File: src/rtl/core/tcae_pkg.sv
// Types, constants and helpers for the text cell to terminal stream converter.
package tcae_pkg;

	localparam int unsigned COLUMNS = 80;
	localparam int unsigned ROWS    = 25;

	localparam int unsigned COL_W = 7;
	localparam int unsigned ROW_W = 5;

	localparam int unsigned FIFO_DEPTH = 4;
	localparam int unsigned FIFO_AW    = $clog2(FIFO_DEPTH);
	localparam int unsigned FIFO_CW    = $clog2(FIFO_DEPTH + 1);

	localparam logic [7:0] CH_ESC  = 8'h1b;
	localparam logic [7:0] CH_LBR  = 8'h5b;
	localparam logic [7:0] CH_ONE  = 8'h31;
	localparam logic [7:0] CH_SEMI = 8'h3b;
	localparam logic [7:0] CH_ZERO = 8'h30;
	localparam logic [7:0] CH_FG   = 8'h33;
	localparam logic [7:0] CH_BG   = 8'h34;
	localparam logic [7:0] CH_M    = 8'h6d;
	localparam logic [7:0] CH_NL   = 8'h0a;

	// One classified cell, handed from the front end to the emitter.
	typedef struct packed {
		logic [7:0] ch;
		logic [7:0] attr;
		logic       chg;  // attribute differs: emit both color sequences
		logic       eol;  // row ends after this cell
		logic       eos;  // screen ends after this cell
	} cmd_t;

	typedef enum logic [2:0] {
		PH_FG,
		PH_BG,
		PH_CHAR,
		PH_RST1,
		PH_RST2
	} phase_t;

	// CGA color order to ANSI color order.
	function automatic logic [2:0] ansi_of_cga(input logic [2:0] c);
		logic [2:0] r;
		unique case (c)
			3'd0:    r = 3'd0;
			3'd1:    r = 3'd4;
			3'd2:    r = 3'd2;
			3'd3:    r = 3'd6;
			3'd4:    r = 3'd1;
			3'd5:    r = 3'd5;
			3'd6:    r = 3'd3;
			default: r = 3'd7;
		endcase
		return r;
	endfunction

endpackage

File: src/rtl/core/tcae_front.sv
// Front end: tracks attribute, column and row, classifies each cell.
module tcae_front import tcae_pkg::*; (
	input  logic       clk,
	input  logic       arst_n,
	input  logic       accept,
	input  logic [7:0] cell_char,
	input  logic [7:0] cell_attr,
	output cmd_t       cmd
);

	logic [7:0]       attr_q;
	logic [COL_W-1:0] column_q;
	logic [ROW_W-1:0] row_q;
	logic [COL_W:0]   col_inc;
	logic [ROW_W:0]   row_inc;
	logic             eol;
	logic             eos;

	assign col_inc = {1'b0, column_q} + (COL_W+1)'(1);
	assign row_inc = {1'b0, row_q} + (ROW_W+1)'(1);
	assign eol     = col_inc >= (COL_W+1)'(COLUMNS);
	assign eos     = eol && (row_inc >= (ROW_W+1)'(ROWS));

	assign cmd.ch   = cell_char;
	assign cmd.attr = cell_attr;
	assign cmd.chg  = cell_attr != attr_q;
	assign cmd.eol  = eol;
	assign cmd.eos  = eos;

	always_ff @(posedge clk or negedge arst_n) begin
		if (!arst_n) begin
			attr_q   <= '0;
			column_q <= '0;
			row_q    <= '0;
		end else if (accept) begin
			// a line end drops the attribute back to zero
			attr_q   <= eol ? 8'h00 : cell_attr;
			column_q <= eol ? '0 : col_inc[COL_W-1:0];
			if (eol) begin
				row_q <= eos ? '0 : row_inc[ROW_W-1:0];
			end
		end
	end

endmodule

File: src/rtl/core/tcae_fifo.sv
// Short command queue between the front end and the emitter.
module tcae_fifo import tcae_pkg::*; (
	input  logic clk,
	input  logic arst_n,
	input  logic wr,
	input  cmd_t wdata,
	output logic full,
	input  logic rd,
	output cmd_t rdata,
	output logic empty
);

	cmd_t               mem_q [FIFO_DEPTH];
	logic [FIFO_AW-1:0] wptr_q;
	logic [FIFO_AW-1:0] rptr_q;
	logic [FIFO_CW-1:0] cnt_q;
	logic               do_wr;
	logic               do_rd;

	assign full  = cnt_q == FIFO_CW'(FIFO_DEPTH);
	assign empty = cnt_q == '0;
	assign do_wr = wr && !full;
	assign do_rd = rd && !empty;
	assign rdata = mem_q[rptr_q];

	always_ff @(posedge clk) begin
		if (do_wr) begin
			mem_q[wptr_q] <= wdata;
		end
	end

	always_ff @(posedge clk or negedge arst_n) begin
		if (!arst_n) begin
			wptr_q <= '0;
			rptr_q <= '0;
			cnt_q  <= '0;
		end else begin
			if (do_wr) begin
				wptr_q <= (wptr_q == FIFO_AW'(FIFO_DEPTH - 1)) ? '0 : wptr_q + FIFO_AW'(1);
			end
			if (do_rd) begin
				rptr_q <= (rptr_q == FIFO_AW'(FIFO_DEPTH - 1)) ? '0 : rptr_q + FIFO_AW'(1);
			end
			if (do_wr && !do_rd) begin
				cnt_q <= cnt_q + FIFO_CW'(1);
			end else if (do_rd && !do_wr) begin
				cnt_q <= cnt_q - FIFO_CW'(1);
			end
		end
	end

endmodule

File: src/rtl/core/tcae_back.sv
// Emitter: expands one command into terminal bytes, one per cycle unless a held output byte is not popped.
module tcae_back import tcae_pkg::*; (
	input  logic       clk,
	input  logic       arst_n,
	input  cmd_t       cmd,
	input  logic       cmd_empty,
	output logic       cmd_take,
	output logic       empty,
	input  logic       pop,
	output logic [7:0] out_byte,
	output logic       last_byte
);

	logic       busy_q;
	cmd_t       cur_q;
	phase_t     ph_q;
	phase_t     ph_d;
	logic [2:0] sub_q;
	logic [2:0] sub_d;
	logic       ov_q;
	logic [7:0] ob_q;
	logic       ol_q;

	logic [7:0] byte_c;
	logic       is_last;
	logic [3:0] color;
	logic [7:0] tens;
	logic       adv;
	logic       emit;
	logic       done;
	logic       load;

	assign color = (ph_q == PH_FG) ? cur_q.attr[3:0] : cur_q.attr[7:4];
	assign tens  = (ph_q == PH_FG) ? CH_FG : CH_BG;

	always_comb begin
		byte_c  = CH_M;
		is_last = 1'b0;
		ph_d    = ph_q;
		sub_d   = sub_q + 3'd1;
		unique case (ph_q)
			PH_FG, PH_BG: begin
				case (sub_q)
					3'd0: byte_c = CH_ESC;
					3'd1: begin
						byte_c = CH_LBR;
						sub_d  = color[3] ? 3'd2 : 3'd4;
					end
					3'd2: byte_c = CH_ONE;
					3'd3: byte_c = CH_SEMI;
					3'd4: byte_c = tens;
					3'd5: byte_c = CH_ZERO + {5'b0, ansi_of_cga(color[2:0])};
					default: begin
						byte_c = CH_M;
						sub_d  = 3'd0;
						ph_d   = (ph_q == PH_FG) ? PH_BG : PH_CHAR;
					end
				endcase
			end
			PH_CHAR: begin
				byte_c  = cur_q.ch;
				sub_d   = 3'd0;
				ph_d    = PH_RST1;
				is_last = !cur_q.eol;
			end
			PH_RST1, PH_RST2: begin
				case (sub_q)
					3'd0: byte_c = CH_ESC;
					3'd1: byte_c = CH_LBR;
					3'd2: byte_c = CH_ZERO;
					3'd3: byte_c = CH_M;
					default: begin
						byte_c  = CH_NL;
						sub_d   = 3'd0;
						ph_d    = PH_RST2;
						is_last = (ph_q == PH_RST2) || !cur_q.eos;
					end
				endcase
			end
			default: begin
				byte_c  = CH_M;
				is_last = 1'b1;
			end
		endcase
	end

	assign adv      = !ov_q || pop;
	assign emit     = busy_q && adv;
	assign done     = emit && is_last;
	assign load     = !cmd_empty && (!busy_q || done);
	assign cmd_take = load;

	always_ff @(posedge clk) begin
		if (load) begin
			cur_q <= cmd;
		end
		if (emit) begin
			ob_q <= byte_c;
			ol_q <= is_last;
		end
	end

	always_ff @(posedge clk or negedge arst_n) begin
		if (!arst_n) begin
			busy_q <= 1'b0;
			ph_q   <= PH_CHAR;
			sub_q  <= '0;
			ov_q   <= 1'b0;
		end else begin
			if (load) begin
				busy_q <= 1'b1;
				ph_q   <= cmd.chg ? PH_FG : PH_CHAR;
				sub_q  <= '0;
			end else begin
				if (done) begin
					busy_q <= 1'b0;
				end
				if (emit) begin
					ph_q  <= ph_d;
					sub_q <= sub_d;
				end
			end
			if (emit) begin
				ov_q <= 1'b1;
			end else if (pop) begin
				ov_q <= 1'b0;
			end
		end
	end

	assign empty     = !ov_q;
	assign out_byte  = ob_q;
	assign last_byte = ol_q;

endmodule

File: src/rtl/core/text_cell_to_ansi_escape.sv
// Top level of the text cell to ANSI terminal stream converter.
//
// Input side is a queue write port: a cell (cell_char, cell_attr) is taken
// at a clock edge with push high and full low. Output side is a queue read
// port: while empty is low, out_byte/last_byte show the oldest byte, and
// it is taken at an edge with pop high. last_byte marks a cell's final word.
// A cell expands to 1 to 25 words: an attribute change adds two color
// sequences (5 or 7 words each), a row end adds ESC[0m plus newline, and a
// screen end adds a second one.
// When the emitter is idle, a cell's first word passes the queue write,
// the emitter load and the output register before it appears.
// Words leave one per cycle while pop is high, set by the single output
// byte register, so a stalled receiver holds the stream.
// The front end runs ahead through a 4-entry command queue, so cells keep
// being accepted while the receiver stalls until that queue fills; full
// then holds the sender. Nothing is dropped on a stall.
// Reset clears attribute, column, row, the queue and the output valid flag.
module text_cell_to_ansi_escape import tcae_pkg::*; (
	input  logic       clk,
	input  logic       arst_n,
	input  logic       push,
	output logic       full,
	input  logic [7:0] cell_char,
	input  logic [7:0] cell_attr,
	output logic       empty,
	input  logic       pop,
	output logic [7:0] out_byte,
	output logic       last_byte
);

	cmd_t fr_cmd;
	cmd_t q_cmd;
	logic q_full;
	logic q_empty;
	logic q_take;
	logic accept;

	assign accept = push && !q_full;
	assign full   = q_full;

	// front end: state tracking and cell classification
	tcae_front u_front (
		.clk       (clk),
		.arst_n    (arst_n),
		.accept    (accept),
		.cell_char (cell_char),
		.cell_attr (cell_attr),
		.cmd       (fr_cmd)
	);

	// decoupling queue
	tcae_fifo u_fifo (
		.clk    (clk),
		.arst_n (arst_n),
		.wr     (accept),
		.wdata  (fr_cmd),
		.full   (q_full),
		.rd     (q_take),
		.rdata  (q_cmd),
		.empty  (q_empty)
	);

	// back end: byte sequencer with output register
	tcae_back u_back (
		.clk       (clk),
		.arst_n    (arst_n),
		.cmd       (q_cmd),
		.cmd_empty (q_empty),
		.cmd_take  (q_take),
		.empty     (empty),
		.pop       (pop),
		.out_byte  (out_byte),
		.last_byte (last_byte)
	);

endmodule

File: config.mk
export PLATFORM = sky130hd
export DESIGN_NAME = text_cell_to_ansi_escape
export DESIGN_NICKNAME = d
export VERILOG_FILES = /design/src/rtl/core/tcae_pkg.sv /design/src/rtl/core/tcae_front.sv /design/src/rtl/core/tcae_fifo.sv /design/src/rtl/core/tcae_back.sv /design/src/rtl/core/text_cell_to_ansi_escape.sv
export SDC_FILE = /design/constraint.sdc
export NUM_CORES = 1
export LEC_CHECK = 0
export BUFFER_PORTS_ARGS = -buffer_cell sky130_fd_sc_hd__buf_4
export CORE_UTILIZATION = 24
export DETAILED_ROUTE_END_ITERATION = 10
export GPL_TIMING_DRIVEN = 0
export SYNTH_ARGS = -nofsm -noshare
export SYNTH_HDL_FRONTEND = slang
export SYNTH_SLANG_ARGS = --single-unit
File: constraint.sdc
create_clock -name clk -period 10.24 [get_ports clk]
set_input_delay 2.048 -clock clk [delete_from_list [all_inputs] [get_ports clk]]
set_output_delay 2.048 -clock clk [all_outputs]
set_load 0.01 [all_outputs]
# Word level (Yosys, flattened, before mapping)

Memory sizes are Yosys's and may differ from the RTL's.
Cells that the tools add are included.

Logic and storage cells: 120
Register bits: 62
Memories kept: 1
Bits of input ports: 20
Latch bits: 0
Bits in writable memories: 76
Output and inout port bits: 11
Bits in read-only memories: 0

Bitwise logic cells: 0
Reduce and logical (&&, ||, !) cells: 36
$add $sub $neg: 8
Equal/unequal tests: 21
Order comparisons: 2
Multiplexer cells: 36
Multiply operators: 0
Shift operators: 0
Divide/modulo/power cells: 0

Memory list:

| memory       | words | bits a word | read ports | clocked after memory_dff | write ports | line            | text |
|---|---|---|---|---|---|---|---|
| u_fifo.mem_q | 4     | 19          | 1          | 0                        | 1           | tcae_fifo.sv:13 | `cmd_t mem_q [FIFO_DEPTH];` |

Operators by type and width:

| operator            | number |
|---|---|
| $pmux 8 s6          | 1 |
| $mux 3              | 13 |
| $pmux 7 s4          | 1 |
| $pmux 8 s3          | 1 |
| $eq 3x3->1 const B  | 7 |
| $pmux 3 s7          | 1 |
| $eq 3x2->1 const B  | 6 |
| $pmux 3 s3          | 2 |
| $logic_not 3->1     | 4 |
| $eq 3x1->1 const B  | 3 |
| $logic_and 1x1->1   | 9 |
| $add 7x1->8 const B | 1 |
| $ge 8x7->1 const B  | 1 |
| $logic_not 1->1     | 8 |
| $mux 2              | 4 |
| $mux 8              | 1 |
| $ne 8x8->1          | 1 |
| $reduce_bool 2->1   | 4 |
| $add 6x3->7 const A | 1 |
| $mux 1              | 7 |
| $mux 7              | 1 |
| $add 3x1->3 const B | 2 |
| $add 5x1->6 const B | 1 |
| $ge 6x5->1 const B  | 1 |
| other kinds (16)    | 22 |

# Depth between registers and ports, before layout

Word-level depth: 11
Mapped depth: 16
Mapped depth without buffers: 13

# Hierarchy

Synthesis repeated with hierarchy kept, for this count alone.

Cells, all modules: 453
Area total of the unflattened synthesis: 6439.9 µm²

By module, submodules not included:

| module                   | cells an instance | instances | sequential area each (µm²) | area each (µm²) |
|---|---|---|---|---|
| tcae_fifo                | 136               | 1         | 2457.4                     | 3190.6 |
| tcae_back                | 172               | 1         | 1012.2                     | 1904.3 |
| tcae_front               | 144               | 1         | 500.5                      | 1331.3 |
| text_cell_to_ansi_escape | 1                 | 1         | 0.0                        | 13.8 |

# Worst setup path after synthesis

OpenSTA, ideal clock, no wires.

Path kind: input -> register
Start point: input port pop
End point: register u_fifo.cnt_q[1]
Arrival: 3.964 ns
Cell stages on the path: 10
Library setup time: 0.125 ns
Slack: 6.151 ns
Path buffers: 1
Required time: 10.115 ns
Cell sequence: inv_1 a221o_1 o311ai_2 o31a_2 buf_6 inv_1 ha_1 inv_1 fa_1 mux2_2

Word-level cells in the longest chain between the ends: 9
Elaborated cells between the ends (all ways): 11
Classes of those cells: mux (1); reduce/logical (10)

RTL lines:

| what                                               | line                           | text |
|---|---|---|
| from (decl)                                        | text_cell_to_ansi_escape.sv:26 | `input logic pop,` |
| $logic_or 1x1->1 (*)                               | tcae_back.sv:87                | `assign adv = !ov_q \|\| pop;` |
| $logic_and 1x1->1 (*)                              | tcae_back.sv:88                | `assign emit = busy_q && adv;` |
| $logic_and 1x1->1 (*)                              | tcae_back.sv:89                | `assign done = emit && is_last;` |
| $logic_or 1x1->1 (*)                               | tcae_back.sv:90                | `assign load = !cmd_empty && (!busy_q \|\| done);` |
| $logic_and 1x1->1 (*)                              | tcae_back.sv:90                |  |
| via q_take                                         | text_cell_to_ansi_escape.sv:35 | `logic q_take;` |
| $logic_and 1x1->1 (*)                              | tcae_fifo.sv:23                | `assign do_rd = rd && !empty;` |
| $logic_not 1->1                                    | tcae_fifo.sv:44                | `if (do_wr && !do_rd) begin` |
| $logic_and 1x1->1                                  | tcae_fifo.sv:44                |  |
| $mux 3 / $reduce_bool 2->1 (equally long branches) | --                             |  |
| to (signal assigned)                               | tcae_fifo.sv:45                | `cnt_q <= cnt_q + FIFO_CW'(1);` |
| to (signal assigned)                               | tcae_fifo.sv:47                | `cnt_q <= cnt_q - FIFO_CW'(1);` |
| to (decl)                                          | tcae_fifo.sv:16                | `logic [FIFO_CW-1:0] cnt_q;` |

Mark *: on every way through the listed nets, which the timed path passes. The rest lies on a longest branch.
A chain may end at the register's enable or synchronous reset.

# Worst setup path after layout

Ends and elaborated chain as after synthesis.

==> key figures <==
Worst setup path
  – CP Data Required Time: 10.54 ns
  – Reg-to-reg endpoint: u_fifo.cnt_q[1]
  – Crit-path most repeated cell: inv_1
  – Crit. path cell count: 11
  – CP arrival: 4.36 ns
  – CP Launch Point: pop
  – CP Cell Sequence: buf_4, inv_1, a221o_1, o311ai_2, o31a_2, buf_6, inv_1, ha_1, inv_1, fa_1, mux2_2
  – Worst path max stage delay: 0.40 ns
  – Crit-path max FO: 27
  – R2R cell count: 14
  – Flop2flop setup slack: 6.52 ns
  – Slowest library cell on the worst path: fa_1
  – Critical Path Sink Type: flop
  – Worst path buffer plus inverter count: 5
  – Worst setup SP type: input pin
  – Critical path class: input pin to flop
  – Worst setup path end: u_fifo.cnt_q[1]
  – Reg2Reg Launch Point: u_back.sub_q[0]
  – CP top delay family: compound AO/OA/AOI/OAI gates

Pwr
  – Sequential power share: between 40% and 50%
  – Maximum vdd drop: between 0.1 and 0.15 mV
  – Leak Pwr: around 2.6 nW
  – Combinational Power Share: between 30% and 40%
  – Clock power frac: 26.5%
  – Internal Power: between 0.001 and 0.0015 W
  – Pwr Density: around 300 nW/um^2
  – Sw power: around 0.00075 W
  – Sw Ratio: between 30 and 40%

Place
  – IO buf count: 30
  – Worst slack at placement: 5.77 ns
  – DP Cell Count: approximately 800
  – Final GP Congestion: roughly 0.87
  – DP HPWL: roughly 8200 microns

Route
  – DR DRC count: 0
  – Antenna Nets Post-Route: 0
  – Via Count: 3641
  – Iter 0 DRT Violations: ~220
  – 1st-pass router iterations: 5
  – Final wirelength: around 12000 microns
  – Routed len/inst: 14.8 microns
  – Vias per cell: between 4 and 5

Finish
  – Nets@finish: approximately 520
  – # diodes: 0
  – Non-filler cells, final: slightly above 800
  – Final Core Density: approximately 29%
  – Share of cells above drive strength 1: 19.4%
  – Area Growth Syn to Fin: 19.7%

Logic synthesis
  – Synth area leaders: edfxtp_1 50%, dfrtp_1 14%, mux4_2 7.0%
  – #FFs+latches synth: 138
  – Synthesized cell area: 6150 sq um
  – Top-area cell type share of the netlist area: around half
  – Number of distinct library cells after synthesis: 62
  – Cells after Synth: between 400 and 500
  – Synth Area per Inst: 14.0 sq um
  – Seq/Total Area, Yosys: 64.5%
  – Post-Syn Nets: between 400 and 500
  – Syn. warnings: 0
  – Post-synth EDFFs: around 100
  – Leading area contributor after synthesis: edfxtp_1
  – Most frequent cell after synthesis: edfxtp_1
  – Prevailing post-synth register cell: edfxtp_1
  – Post-synth ARST share: between 20% and 30%
  – Synth cell count leaders: 103 x edfxtp_1, 40 x nand2_1, 34 x dfrtp_1

STA
  – RSZ-0062 raised after global routing: false
  – Worst slew pin tran: between 1 and 1.5 ns
  – Setup TNS: 0 ns
  – Min Clock Period, post-route: slightly above 4 ns
  – Worst setup margin: between 6 and 7 ns
  – Hold slack: ~0.50 ns
  – Clk_skew: approximately 0.0086 ns
  – Max-slew violations: 0
  – Final Setup Violations: 0
  – Highest Clock Rate: ~0.25 GHz
  – Final hold violation count: 0
  – Final period util: 39.6%
  – Slew headroom: between 20% and 30%

GRT
  – Vias in the first global route: about 3600
  – Largest net degree at the start of global routing: 36
  – GRT overflow: 0
  – Overall routing resource usage: between 10% and 20%
  – Global-route wire length before repair: ~20000 microns
  – Initial antenna violation count: 0

Floorplan
  – Row count: 58
  – Die area: around 26000 sq um
  – Die Wd: 162 microns
  – Initial Utilization: roughly 24%
  – Core area: approximately 25000 sq um
  – Die height: 162 microns
  – Ports: 31

Clock network
  – Deepest clock path buffer count: 2
  – Root buffer cell: clkbuf_16
  – Hold-fix buffers at CTS: 0
  – Setup Fix Bufs, Post-CTS: 0
  – Clock transition at path regs: 0.06 ns
  – Clk sink count: 138
  – H-tree depth: 4
  – TritonCTS Buffers: 17
  – Clock Latency Late Sink: ~0.42 ns
  – Post_cts resized: 0
  – CTS tree: done

Min path
  – HP Class: flop to flop
  – Hold path depth: 2

Run status
  – Status: completed

Job
  – Maxcap violations: 0
==> per-layer routing <==
layer	up-vias	global-route usage, %	share of wire, %
met2	102	15.7	49
met3	14	3.45	4.9
met1	1749	13.2	45
met4	0	3.69	1.4
li1	1776	-	-
met5	-	0	0
==> tightest hold or removal path, cell delays in order (launching register included) <==
cell	delay, ns
dfrtp_1	0.36
nand2_1	0.05
o21ai_0	0.06
==> flip-flops by register name, indices dropped and copies added (netlist names) <==
name              flops
u_back.busy_q         1
u_back.cur_q         18
u_back.last_byte      1
u_back.out_byte       8
u_back.ov_q           1
u_back.ph_q           3
u_back.sub_q          3
u_fifo.cnt_q          3
u_fifo.mem_q         76
u_fifo.rptr_q         2
u_fifo.wptr_q         2
u_front.attr_q        8
u_front.column_q      7
u_front.row_q         5
==> worst min-delay path by stage <==
stage | from | endpoint | slack, ns
floorplan | u_front.attr_q[0] | u_front.attr_q[0] | 0.47
global placement | u_front.attr_q[6] | u_front.attr_q[6] | 0.48
CTS | u_front.attr_q[7] | u_front.attr_q[7] | 0.50
global route | u_front.attr_q[3] | u_front.attr_q[3] | 0.53
finish | u_front.attr_q[7] | u_front.attr_q[7] | 0.50
detailed placement | u_front.attr_q[7] | u_front.attr_q[7] | 0.49
==> placed cells by master, fill, tap and decap left out, types with 3 or more instances in the layout <==
cell type and count:
edfxtp_1 103, nand2_1 40, dfrtp_1 34, buf_4 30
o21ai_0 28, inv_1 22, mux4_2 19, clkbuf_16 17
clkbuf_1 16, nor2_1 16, a21oi_1 15, ha_1 14
nor3_1 10, xor2_1 10, nand3_1 8, nand2b_1 7
and2_1 6, mux2i_1 6, nor2b_1 5, o22ai_1 5
clkinvlp_4 5, o21a_1 4, o221ai_1 4, a211oi_1 4
buf_6 3, nor4_1 3, a221oi_1 3, clkinv_4 3
clkinv_2 3
==> area by class of cell <==
cell class	count	area (sq um)
inverters	23	86.3
well taps	330	413
plain buffers	23	111
fillers	2505	17800
clock buffers	17	425
repair buffers	30	225
flip-flops and latches	138	3970
clock inverters	15	151
multi-input cells	255	1990
==> kinds of logic after synthesis <==
family	Yosys count	share of synthesized area, %
xor+xnor	11	1.57
flops	138	64.5
fa+ha+maj	16	3.33
buf+inv	46	3.21
mux	29	8.78
compound gates	88	9.70
simple gates	111	8.89
==> stage by stage <==
step,cell area (sq um),power [W]
floorplan,6150,0.00143
global placement,6790,0.00165
detailed placement,6790,0.00165
CTS,7370,0.00225
global route,7370,0.00237
finish,7370,0.00223
==> power groups by stage <==
stage                     Clock, W  Sequential [W]  Combinational, W
final                     0.000591        0.000893          0.000744
after floorplan                  0        0.000887          0.000545
after detailed placement         0        0.000907          0.000748
after CTS                 0.000604        0.000896          0.000754
after global routing      0.000631        0.000914          0.000828
after global placement           0        0.000900          0.000745
Power figures use the tool's default switching activity.
